--- src/sv/bsev_pkg.sv ---
// Shared types and constants for the B-spline surface evaluator.
// No dependencies; imported by bsev_basis, bspline_surface_evaluator, bsev_checker and testbench.
`default_nettype none

package bsev_pkg;

  // Fixed-point format of basis values
  localparam int FRAC_BITS  = 15;
  localparam int BASIS_W    = FRAC_BITS + 2;           // signed, holds +/-1.0
  localparam int KNOT_W     = 16;
  localparam int COORD_W    = 16;
  localparam int POINT_W    = 32;

  // Store geometry
  localparam int MAX_CTRL_U = 32;
  localparam int MAX_CTRL_V = 32;
  localparam int MAX_DEGREE = 7;
  localparam int LAST_W     = 5;
  localparam int DEG_W      = 3;
  localparam int KNOT_DEPTH = MAX_CTRL_U + 1;
  localparam int KADDR_W    = 6;
  localparam int NB_DEPTH   = MAX_CTRL_U + MAX_DEGREE + 1;
  localparam int NBADDR_W   = 6;
  localparam int CP_DEPTH   = MAX_CTRL_U * MAX_CTRL_V;
  localparam int CPADDR_W   = 10;
  localparam int CFG_W      = 5;

  localparam logic [KNOT_W-1:0] KNOT_ONE = KNOT_W'(1 << FRAC_BITS);

  typedef enum logic [1:0] {
    ACT_LOAD_U = 2'd0,
    ACT_LOAD_V = 2'd1,
    ACT_LOAD_P = 2'd2,
    ACT_EVAL   = 2'd3
  } action_t;

  typedef enum logic [1:0] {
    REG_U_LAST = 2'd0,
    REG_V_LAST = 2'd1,
    REG_U_DEG  = 2'd2,
    REG_V_DEG  = 2'd3
  } cfg_reg_t;

  // Knot store write request
  typedef struct packed {
    logic               we;
    logic [KADDR_W-1:0] addr;
    logic [KNOT_W-1:0]  data;
  } kwr_t;

  // Basis evaluation start request
  typedef struct packed {
    logic               go;
    logic [COORD_W-1:0] coord;
    logic [LAST_W-1:0]  last;
    logic [DEG_W-1:0]   deg;
  } bstart_t;

endpackage

`default_nettype wire

--- src/sv/bsev_basis.sv ---
// One-direction Cox-de Boor basis unit: knot store, basis memory, serial divider.
// Depends on bsev_pkg.
`default_nettype none

module bsev_basis import bsev_pkg::*; (
  input  wire logic                       clk,
  input  wire logic                       rst_n,
  input  wire kwr_t                       kwr,
  input  wire bstart_t                    start,
  output logic                            busy,
  input  wire logic [NBADDR_W-1:0]        rd_addr,
  output logic signed [BASIS_W-1:0]       rd_data
);

  typedef enum logic [11:0] {
    B_IDLE  = 12'b000000000001,
    B_KREQ  = 12'b000000000010,
    B_KCAP  = 12'b000000000100,
    B_NREQ0 = 12'b000000001000,
    B_NREQ1 = 12'b000000010000,
    B_NCAP  = 12'b000000100000,
    B_INIT  = 12'b000001000000,
    B_MUL   = 12'b000010000000,
    B_DLD   = 12'b000100000000,
    B_DIV   = 12'b001000000000,
    B_DEND  = 12'b010000000000,
    B_WRITE = 12'b100000000000
  } bstate_t;

  typedef enum logic [1:0] {
    KS_ZERO  = 2'd0,
    KS_ONE   = 2'd1,
    KS_STORE = 2'd2
  } ksel_t;

  bstate_t state_r, state_nxt;

  logic [KNOT_W-1:0]   kst [0:KNOT_DEPTH-1];
  logic [KNOT_W-1:0]   kq_r;
  logic signed [BASIS_W-1:0] nbm [0:NB_DEPTH-1];
  logic signed [BASIS_W-1:0] nbq_r;

  logic [COORD_W-1:0]  coord_r;
  logic [LAST_W-1:0]   last_r;
  logic [DEG_W-1:0]    deg_r;
  logic [DEG_W-1:0]    d_r;
  logic [NBADDR_W-1:0] i_r;
  logic [1:0]          slot_r;
  ksel_t               ksel_r;
  logic [KNOT_W-1:0]   k_r [0:3];
  logic signed [BASIS_W-1:0] nbi_r, nbi1_r;
  logic                term_r;
  logic signed [31:0]  prod_r;
  logic signed [KNOT_W:0] den_r;
  logic [15:0]         rem_r, dsr_r;
  logic [30:0]         q_r;
  logic [4:0]          cnt_r;
  logic                neg_r;
  logic signed [31:0]  a_r, b_r;

  logic [KADDR_W-1:0]  kidx, kaddr;
  logic [KADDR_W-1:0]  mp1;
  logic [NBADDR_W-1:0] last_i, nb_raddr;
  logic [KNOT_W-1:0]   kval;
  logic signed [KNOT_W:0] u_s, diff, dd;
  logic signed [BASIS_W-1:0] fac, nb_wdata, clampv;
  logic signed [2*KNOT_W+1:0] prod_full;
  logic signed [31:0]  pabs, qs;
  logic signed [KNOT_W:0] dabs;
  logic signed [32:0]  sum;
  logic [16:0]         rem_s;
  logic                nb_we, in_span;

  assign busy    = (state_r != B_IDLE);
  assign rd_data = nbq_r;
  assign u_s     = $signed({1'b0, coord_r});
  assign mp1     = KADDR_W'(last_r) + KADDR_W'(1);
  assign last_i  = NBADDR_W'(last_r) + NBADDR_W'(deg_r) - NBADDR_W'(d_r);

  // Knot index for the current fetch slot: t[i], t[i+d], t[i+1], t[i+d+1]
  always_comb begin
    unique case (slot_r)
      2'd0: kidx = i_r;
      2'd1: kidx = i_r + KADDR_W'(d_r);
      2'd2: kidx = i_r + KADDR_W'(1);
      2'd3: kidx = i_r + KADDR_W'(d_r) + KADDR_W'(1);
      default: kidx = i_r;
    endcase
  end

  assign kaddr = (kidx >= KADDR_W'(deg_r) && kidx <= mp1) ? kidx - KADDR_W'(deg_r) : '0;

  always_comb begin
    unique case (ksel_r)
      KS_ZERO:  kval = '0;
      KS_ONE:   kval = KNOT_ONE;
      KS_STORE: kval = kq_r;
      default:  kval = '0;
    endcase
  end

  // Knot store: one write port from loads, one read port for fetches
  always_ff @(posedge clk) begin
    if (kwr.we) begin
      kst[kwr.addr] <= kwr.data;
    end
    kq_r <= kst[kaddr];
  end

  // Basis memory: internal reads in B_NREQ0/B_NREQ1, external reads otherwise
  always_comb begin
    priority case (state_r)
      B_NREQ0: nb_raddr = i_r;
      B_NREQ1: nb_raddr = i_r + NBADDR_W'(1);
      default: nb_raddr = rd_addr;
    endcase
  end

  always_ff @(posedge clk) begin
    if (nb_we) begin
      nbm[i_r] <= nb_wdata;
    end
    nbq_r <= nbm[nb_raddr];
  end

  // Degree-0 span test, closed at u = 1.0 on the last nonempty span
  assign in_span = ((k_r[0] <= coord_r) && (coord_r < k_r[2])) ||
                   ((coord_r == KNOT_ONE) && (k_r[0] < k_r[2]) && (k_r[2] == KNOT_ONE));

  // Recursion term operands
  always_comb begin
    if (term_r) begin
      diff = $signed({1'b0, k_r[3]}) - u_s;
      fac  = nbi1_r;
      dd   = $signed({1'b0, k_r[3]}) - $signed({1'b0, k_r[2]});
    end else begin
      diff = u_s - $signed({1'b0, k_r[0]});
      fac  = nbi_r;
      dd   = $signed({1'b0, k_r[1]}) - $signed({1'b0, k_r[0]});
    end
  end

  assign prod_full = diff * fac;
  assign pabs  = prod_r[31] ? -prod_r : prod_r;
  assign dabs  = den_r[KNOT_W] ? -den_r : den_r;
  assign qs    = neg_r ? -$signed({1'b0, q_r}) : $signed({1'b0, q_r});
  assign rem_s = {rem_r, q_r[30]};
  assign sum   = {a_r[31], a_r} + {b_r[31], b_r};

  // Saturate the new basis value to +/-1.0
  always_comb begin
    if (sum > 33'sd32768) begin
      clampv = BASIS_W'(32768);
    end else if (sum < -33'sd32768) begin
      clampv = -BASIS_W'(32768);
    end else begin
      clampv = sum[BASIS_W-1:0];
    end
  end

  assign nb_we    = (state_r == B_INIT) || (state_r == B_WRITE);
  assign nb_wdata = (state_r == B_INIT) ? (in_span ? BASIS_W'(32768) : '0) : clampv;

  // Sequencer next state
  always_comb begin
    state_nxt = state_r;
    unique case (state_r)
      B_IDLE:  if (start.go) state_nxt = B_KREQ;
      B_KREQ:  state_nxt = B_KCAP;
      B_KCAP: begin
        if (slot_r != 2'd3) state_nxt = B_KREQ;
        else if (d_r == '0) state_nxt = B_INIT;
        else state_nxt = B_NREQ0;
      end
      B_NREQ0: state_nxt = B_NREQ1;
      B_NREQ1: state_nxt = B_NCAP;
      B_NCAP:  state_nxt = B_MUL;
      B_MUL: begin
        if (dd == '0 || fac == '0) state_nxt = term_r ? B_WRITE : B_MUL;
        else state_nxt = B_DLD;
      end
      B_DLD:   state_nxt = B_DIV;
      B_DIV:   if (cnt_r == 5'd30) state_nxt = B_DEND;
      B_DEND:  state_nxt = term_r ? B_WRITE : B_MUL;
      B_INIT, B_WRITE: begin
        if (i_r == last_i && d_r == deg_r) state_nxt = B_IDLE;
        else state_nxt = B_KREQ;
      end
      default: state_nxt = B_IDLE;
    endcase
  end

  always_ff @(posedge clk) begin
    if (!rst_n) begin
      state_r <= B_IDLE;
    end else begin
      state_r <= state_nxt;
    end
  end

  // Datapath registers
  always_ff @(posedge clk) begin
    unique case (state_r)
      B_IDLE: begin
        if (start.go) begin
          coord_r <= start.coord;
          last_r  <= start.last;
          deg_r   <= start.deg;
          d_r     <= '0;
          i_r     <= '0;
          slot_r  <= '0;
          term_r  <= 1'b0;
        end
      end
      B_KREQ: begin
        if (kidx < KADDR_W'(deg_r)) ksel_r <= KS_ZERO;
        else if (kidx > mp1) ksel_r <= KS_ONE;
        else ksel_r <= KS_STORE;
      end
      B_KCAP: begin
        k_r[slot_r] <= kval;
        slot_r      <= slot_r + 2'd1;
      end
      B_NREQ0: ;
      B_NREQ1: nbi_r  <= nbq_r;
      B_NCAP:  nbi1_r <= nbq_r;
      B_MUL: begin
        prod_r <= prod_full[31:0];
        den_r  <= dd;
        if (dd == '0 || fac == '0) begin
          if (term_r) b_r <= '0;
          else a_r <= '0;
          term_r <= 1'b1;
        end
      end
      B_DLD: begin
        q_r   <= pabs[30:0];
        dsr_r <= dabs[15:0];
        rem_r <= '0;
        cnt_r <= '0;
        neg_r <= prod_r[31] ^ den_r[KNOT_W];
      end
      B_DIV: begin
        // Restoring division, one quotient bit per cycle
        if (rem_s >= {1'b0, dsr_r}) begin
          rem_r <= 16'(rem_s - {1'b0, dsr_r});
          q_r   <= {q_r[29:0], 1'b1};
        end else begin
          rem_r <= rem_s[15:0];
          q_r   <= {q_r[29:0], 1'b0};
        end
        cnt_r <= cnt_r + 5'd1;
      end
      B_DEND: begin
        if (term_r) b_r <= qs;
        else a_r <= qs;
        term_r <= 1'b1;
      end
      B_INIT, B_WRITE: begin
        // Advance to the next element or level
        term_r <= 1'b0;
        if (i_r == last_i) begin
          i_r <= '0;
          d_r <= d_r + DEG_W'(1);
        end else begin
          i_r <= i_r + NBADDR_W'(1);
        end
      end
      default: ;
    endcase
  end

endmodule

`default_nettype wire

--- config.mk ---
export PLATFORM = sky130hd
export DESIGN_NAME = bsev_basis
export DESIGN_NICKNAME = d
export VERILOG_FILES = /design/src/sv/bsev_pkg.sv /design/src/sv/bsev_basis.sv
export SDC_FILE = /design/constraint.sdc
export NUM_CORES = 2
export LEC_CHECK = 0
export BUFFER_PORTS_ARGS = -buffer_cell sky130_fd_sc_hd__buf_2
export CELL_PAD_IN_SITES_DETAIL_PLACEMENT = 0
export CELL_PAD_IN_SITES_GLOBAL_PLACEMENT = 2
export CORE_UTILIZATION = 47
export CTS_CLUSTER_SIZE = 25
export DETAILED_ROUTE_END_ITERATION = 12
export PLACE_DENSITY_LB_ADDON = 0.1
export SLEW_MARGIN = 0
export SYNTH_ARGS = -nofsm -noshare
export SYNTH_HDL_FRONTEND = slang
export SYNTH_SLANG_ARGS = --single-unit
export TNS_END_PERCENT = 50
--- constraint.sdc ---
create_clock -name clk -period 11.8 [get_ports clk]
set_input_delay 0.59 -clock clk [delete_from_list [all_inputs] [get_ports clk]]
set_output_delay 0.59 -clock clk [all_outputs]
set_load 0.01 [all_outputs]
Yosys cells after proc, flatten, opt, wreduce, memory -nomap -nowiden
Memory sizes are Yosys's and may differ from the RTL's. A register that Yosys moved wholly into a read port is not among the register bits.
Cells that the tools add are included.
- logic and storage cells: 165
- bits in read-only memories: 0
- output and inout bits: 18
- register bits after elaboration: 266
- input port bits: 56
- memories: 3
- latch bits: 0
- memory bits (writable): 1272
- memory list (name ; words ; width ; rd ports ; clocked after Yosys merged registers in ; write ports ; line ; RTL):
    nbm ; 40 ; 17 ; 1 ; 1 ; 1 ; bsev_basis.sv:40 ; logic signed [BASIS_W-1:0] nbm [0:NB_DEPTH-1];
    kst ; 33 ; 16 ; 1 ; 1 ; 1 ; bsev_basis.sv:38 ; logic [KNOT_W-1:0] kst [0:KNOT_DEPTH-1];
    k_r ; 4 ; 16 ; 4 ; 0 ; 1 ; bsev_basis.sv:50 ; logic [KNOT_W-1:0] k_r [0:3];
- mux-type cells: 53
- div/mod/pow operators: 0
- add/sub/neg operators: 19
- $mul: 1
- shift-type cells: 0
- bitwise logic cells: 1
- reduce and logical (&&, ||, !) cells: 26
- equality and inequality tests: 32
- $lt $le $gt $ge: 10
- operators by type and width (kind ; number):
    32-bit 2-to-1 mux ; 7
    12-bit one-hot mux with 11 select lines ; 1
    32-bit one-hot mux with 2 select lines ; 2
    17-bit 2-to-1 mux ; 6
    16-bit by 16-bit subtractor with 17-bit output ; 4
    16-bit one-hot mux with 2 select lines ; 2
    31-bit one-hot mux with 2 select lines ; 1
    12-bit 2-to-1 mux ; 4
    16-bit 2-to-1 mux ; 3
    17-bit zero test ; 2
    32-bit by 32-bit adder with 33-bit output ; 1
    33-bit by 17-bit > comparator with 1-bit output (second input constant) ; 1
    33-bit by 16-bit < comparator with 1-bit output (second input constant) ; 1
    16-bit equality test (second input constant) ; 2
    16-bit < comparator ; 2
    17-bit by 17-bit multiplier with 32-bit output ; 1
    31-bit negator with 32-bit output ; 1
    31-bit 2-to-1 mux ; 1
    31-bit negator ; 1
    6-bit one-hot mux with 2 select lines ; 2
    6-bit one-hot mux with 4 select lines ; 1
    6-bit 2-to-1 mux ; 3
    2-bit inequality test (second input constant) ; 9
    17-bit by 16-bit greater-or-equal comparator with 1-bit output ; 1
    other kinds (52) ; 83

Depth between registers and ports, before layout
An unclocked memory read counts as a cell.
- depth in word-level cells: 7
- mapped depth: 38
- mapped depth without buffers: 37

Worst setup path after synthesis
Ideal clock, no wire load.
- kind: register -> register
- from: register term_r
- to: register prod_r[31], data pin
- stages on the path, launching flop included: 31
- setup time: 0.260 ns
- path buffers: 6
- required time: 11.540 ns
- arrival: 8.595 ns
- period minus slack after synthesis: 8.855 ns
- path slack: 2.945 ns
- cells stage by stage: edfxtp_1 > clkbuf_1 > clkbuf_1 > buf_1 > clkbuf_1 > clkbuf_1 > buf_1 > mux2i_1 > nor2_1 > fa_1 > inv_1 > fa_1 > fa_1 > inv_1 > fa_1 > fa_1 > inv_1 > fa_1 > inv_1 > ha_1 > a211oi_1 > nand2_1 > a311o_1 > a2111oi_0 > nor3_1 > a311o_1 > a21oi_1 > o31ai_1 > a221oi_1 > a21oi_1 > xnor2_1
- longest elaborated chain between the ends: 2
- elaborated cells between the ends (all ways): 3
- classes of those cells: mul: 1; mux: 2
- ends and longest elaborated chain (what ; line ; RTL):
    start, declared ; bsev_basis.sv:52 ; logic term_r;
    start signal, assigned ; bsev_basis.sv:212 ; term_r <= 1'b0;
    start signal, assigned ; bsev_basis.sv:233 ; term_r <= 1'b1;
    start signal, assigned ; bsev_basis.sv:257 ; term_r <= 1'b1;
    17-bit 2-to-1 mux ; bsev_basis.sv:132 ; if (term_r) begin
    17-bit by 17-bit multiplier with 32-bit output (*) ; bsev_basis.sv:143 ; assign prod_full = diff * fac;
    via prod_full[31] ; bsev_basis.sv:67 ; logic signed [2*KNOT_W+1:0] prod_full;
    end signal, assigned ; bsev_basis.sv:228 ; prod_r <= prod_full[31:0];
    end, declared ; bsev_basis.sv:53 ; logic signed [31:0] prod_r;
Mark *: on every way through the listed nets, which the timed path passes. The rest lies on a longest branch.
A chain may end at the register's enable or synchronous reset.

Worst setup path in the final report
- from: register coord_r[1]
- to: register prod_r[31], data pin
- longest elaborated chain between the ends: 3
- elaborated cells between the ends (all ways): 4
- classes of those cells: add/sub: 2; mul: 1; mux: 1
- ends and longest elaborated chain (what ; line ; RTL):
    start, declared ; bsev_basis.sv:43 ; logic [COORD_W-1:0] coord_r;
    start signal, assigned ; bsev_basis.sv:206 ; coord_r <= start.coord;
    16-bit by 16-bit subtractor with 17-bit output, on equally long branches ; bsev_basis.sv:137, bsev_basis.sv:133 ;
    17-bit 2-to-1 mux (*) ; bsev_basis.sv:132 ;
    17-bit by 17-bit multiplier with 32-bit output (*) ; bsev_basis.sv:143 ;
    via prod_full[31] ; bsev_basis.sv:67 ;
Marks and branches as above.

==> flow_summary.json <==
{
  "slew_headroom": 0.163,
  "synthTopCellsByArea": "edfxtp_1, fa_1, mux4_2, ha_1, inv_1",
  "gp_congestion": 0.907,
  "max_stage_delay_ns": 0.95,
  "synthMuxAreaShare": 0.0625,
  "cp_max_fo": 8,
  "yosysUniqueCellTypes": 96,
  "syn_area_per_cell_um2": 13.8,
  "start_util": 0.476,
  "synth_edf_count": 1526,
  "grt_pass1_wl_um": 315000,
  "irDropWorstVdd_uv": 601,
  "fin_area_mm2": 0.0880,
  "fin_cells": 8241,
  "async_flop_share": 0,
  "synth_top_flop_cell": "edfxtp_1",
  "first_pass_iters": 5,
  "final_common_cell": "edfxtp_1",
  "fin_nets": 6514,
  "clkTransAtPathRegs_ns": 0.06,
  "dp_cells": 7902,
  "synthAdderAreaFrac": 0.116,
  "synth_compound_area_frac": 0.0865,
  "hold_class": "input pin to flip-flop",
  "dieArea_mm2": 0.170,
  "wl_per_cell_um": 25.9,
  "fmax_mhz": 102,
  "timing.final.crit_share": 0.835,
  "grt_use_total": 0.253,
  "synthCells": 5724,
  "cp_slowest_cell": "mux2i_1",
  "maxCapViolations": 0,
  "routed_wirelength_um": 213000,
  "fp.dieH_um": 412,
  "cts_buffer_depth": 3,
  "rsz0062_at_grt": "false",
  "maxSlewViolCount": 0,
  "cp_data_arrival_time_ns": 10.40,
  "syn_area_mm2": 0.0789,
  "startpoint_type": "flip-flop",
  "finalHoldViolCount": 0,
  "drt_iter0_drc": 4063,
  "rows": 149,
  "synth.net_count": 6333,
  "grt_max_degree": 150,
  "crit_type": "flip-flop to flip-flop",
  "cts.sinks": 1571,
  "power.leakage_nw": 32.3,
  "cts_made_buffers": 168,
  "vias": 47349,
  "yosys.area_share.simple": 0.0815,
  "required_ns": 12.35,
  "yosysWarnings": 0,
  "hold_ws_ns": 0.0701,
  "ant_nets": 0,
  "clock_latency_ns": 0.82,
  "hpwl_um": 142000,
  "grt_overflow": 0,
  "post-synth-top-area-cell": "edfxtp_1",
  "power.density_mw_per_mm2": 276,
  "htreeDepth": 4,
  "power_mw": 24.3,
  "final_layout_size_suffix_gt1_frac": 0.132,
  "die_w_um": 412,
  "endpoint_kind": "flip-flop",
  "worst_pin_slew_ns": 1.22,
  "cts_setup_buffers": 0,
  "ys_ff_latch": 1571,
  "status": "completed",
  "via_per_inst": 5.75,
  "ys_seq_area_frac": 0.592,
  "tns_ns": 0,
  "synth-xor-area-share": 0.0246,
  "crit_top_cell": "fa_1",
  "cts_tree": "yes",
  "grt_pass1_vias": 47121,
  "portBuffers": 73,
  "setup_viol": 0,
  "synth_top_family_by_area": "adder cells",
  "min_period_ns": 9.85,
  "io_pins": 74,
  "synth_top_area_frac": 0.581,
  "finClkSkew_ns": 0.0749,
  "areaGrowthSynthToFinish_pct": 11.6,
  "root_buffer": "clkbuf_16",
  "grt_antenna_before_repair": 11,
  "core_mm2": 0.166,
  "dpl_cell_area_mm2": 0.0823,
  "mostFrequentLayoutCells": "edfxtp_1, inv_1, nand2_1, nor2_1, fa_1",
  "drc_errors": 0
}
report_power, final:
part           total [mW]  switching, mW  internal (mW)
Sequential           6.72         0.0461           6.67
Clock                5.22           2.26           2.96
Combinational        12.4           7.56           4.80
Total                24.3           9.87           14.4
critical path, delay by kind of cell (launching register included):
family,cells,cell delay [ns]
adder cells (fa/ha/maj),8,3.63
XOR/XNOR,2,0.24
AND/OR/NAND/NOR,5,0.73
multiplexers,1,0.95
flip-flops,1,0.48
buffers and inverters,5,0.33
AO/OA/AOI/OAI,11,3.26
sequential cells by signal, indices dropped and copies added (netlist names), 2 cells and up:
register	cells
nbi_r	17
prod_r	32
b_r	32
state_r	12
q_r	31
last_r	5
i_r	6
den_r	17
a_r	32
kst	528
deg_r	3
cnt_r	5
nbm	680
rd_data	17
d_r	3
slot_r	2
k_r	64
coord_r	16
rem_r	16
ksel_r	2
kq_r	16
nbi1_r	17
dsr_r	16
synth_stat cells, types with 23 or more instances:
cell      instances
edfxtp_1       1526
inv_1           494
nand2_1         460
nor2_1          450
fa_1            293
ha_1            260
a21oi_1         252
mux4_2          170
clkbuf_1        140
o21ai_0         123
o221ai_1        120
xnor2_1         119
xor2_1          101
nand3_1          98
mux2i_1          79
o22ai_1          71
nand2b_1         65
a21o_1           49
nor3_1           48
and2_1           47
dfxtp_1          45
buf_2            43
nand4_1          38
nor2b_1          36
o21a_1           36
o311ai_0         34
o31ai_1          31
nor4_1           29
o21ai_1          29
and3_1           26
mux2_2           26
a211oi_1         24
a221oi_1         23
final cells by class:
class	count	area [um2]
fill	13852	77700
antenna	2	5.00
clock inverter	101	1050
timing repair buffer	241	1710
inverter	499	1870
tap	2189	2740
sequential	1571	46700
multi-input combinational	3424	29500
clock buffer	214	4440
metal layers:
metal	up-vias	wire length [um]	global-route usage
met1	24270	93400	0.356
met4	2	5360	0.0684
met3	257	9970	0.0285
met5	-	9	0
met2	1194	104000	0.419
li1	21626	-	-
worst paths after layout:
path                   start          to  slack (ns)  cells past startpoint
hold reg to reg   kst[32][3]     kq_r[3]        0.51                      2
hold / removal     start[17]  coord_r[9]        0.07                      1
setup reg to reg  coord_r[1]  prod_r[31]        1.95                     32
setup / recovery  coord_r[1]  prod_r[31]        1.95                     32
per-stage QoR:
| stage | utilization | worst slack (ns) |
|---|---|---|
| 2_1_floorplan | - | 2.95 |
| 3_3_place_gp | 0.497 | 2.10 |
| 3_5_place_dp | 0.497 | 1.96 |
| 4_1_cts | 0.531 | 2.00 |
| 5_1_grt | 0.531 | 1.34 |
| 6_report | 0.531 | 1.95 |
repair_timing:
action / CTS / global route
hold endpoints to repair: 22 / 0
hold buffers: 22 / 0
gates resized for setup: 0 / 0
cell families (layout without fill, tap and decap cells):
group / after synthesis / count (layout)
AOI/OAI and AO/OA: 971 / 971
xor gates and xnor gates: 221 / 221
adders and majority gates: 554 / 554
buffers and inverters: 729 / 1055
DFF: 1571 / 1571
muxes: 276 / 276
other: 0 / 2
and+or+nand+nor: 1402 / 1402
Power figures use the tool's default switching activity.
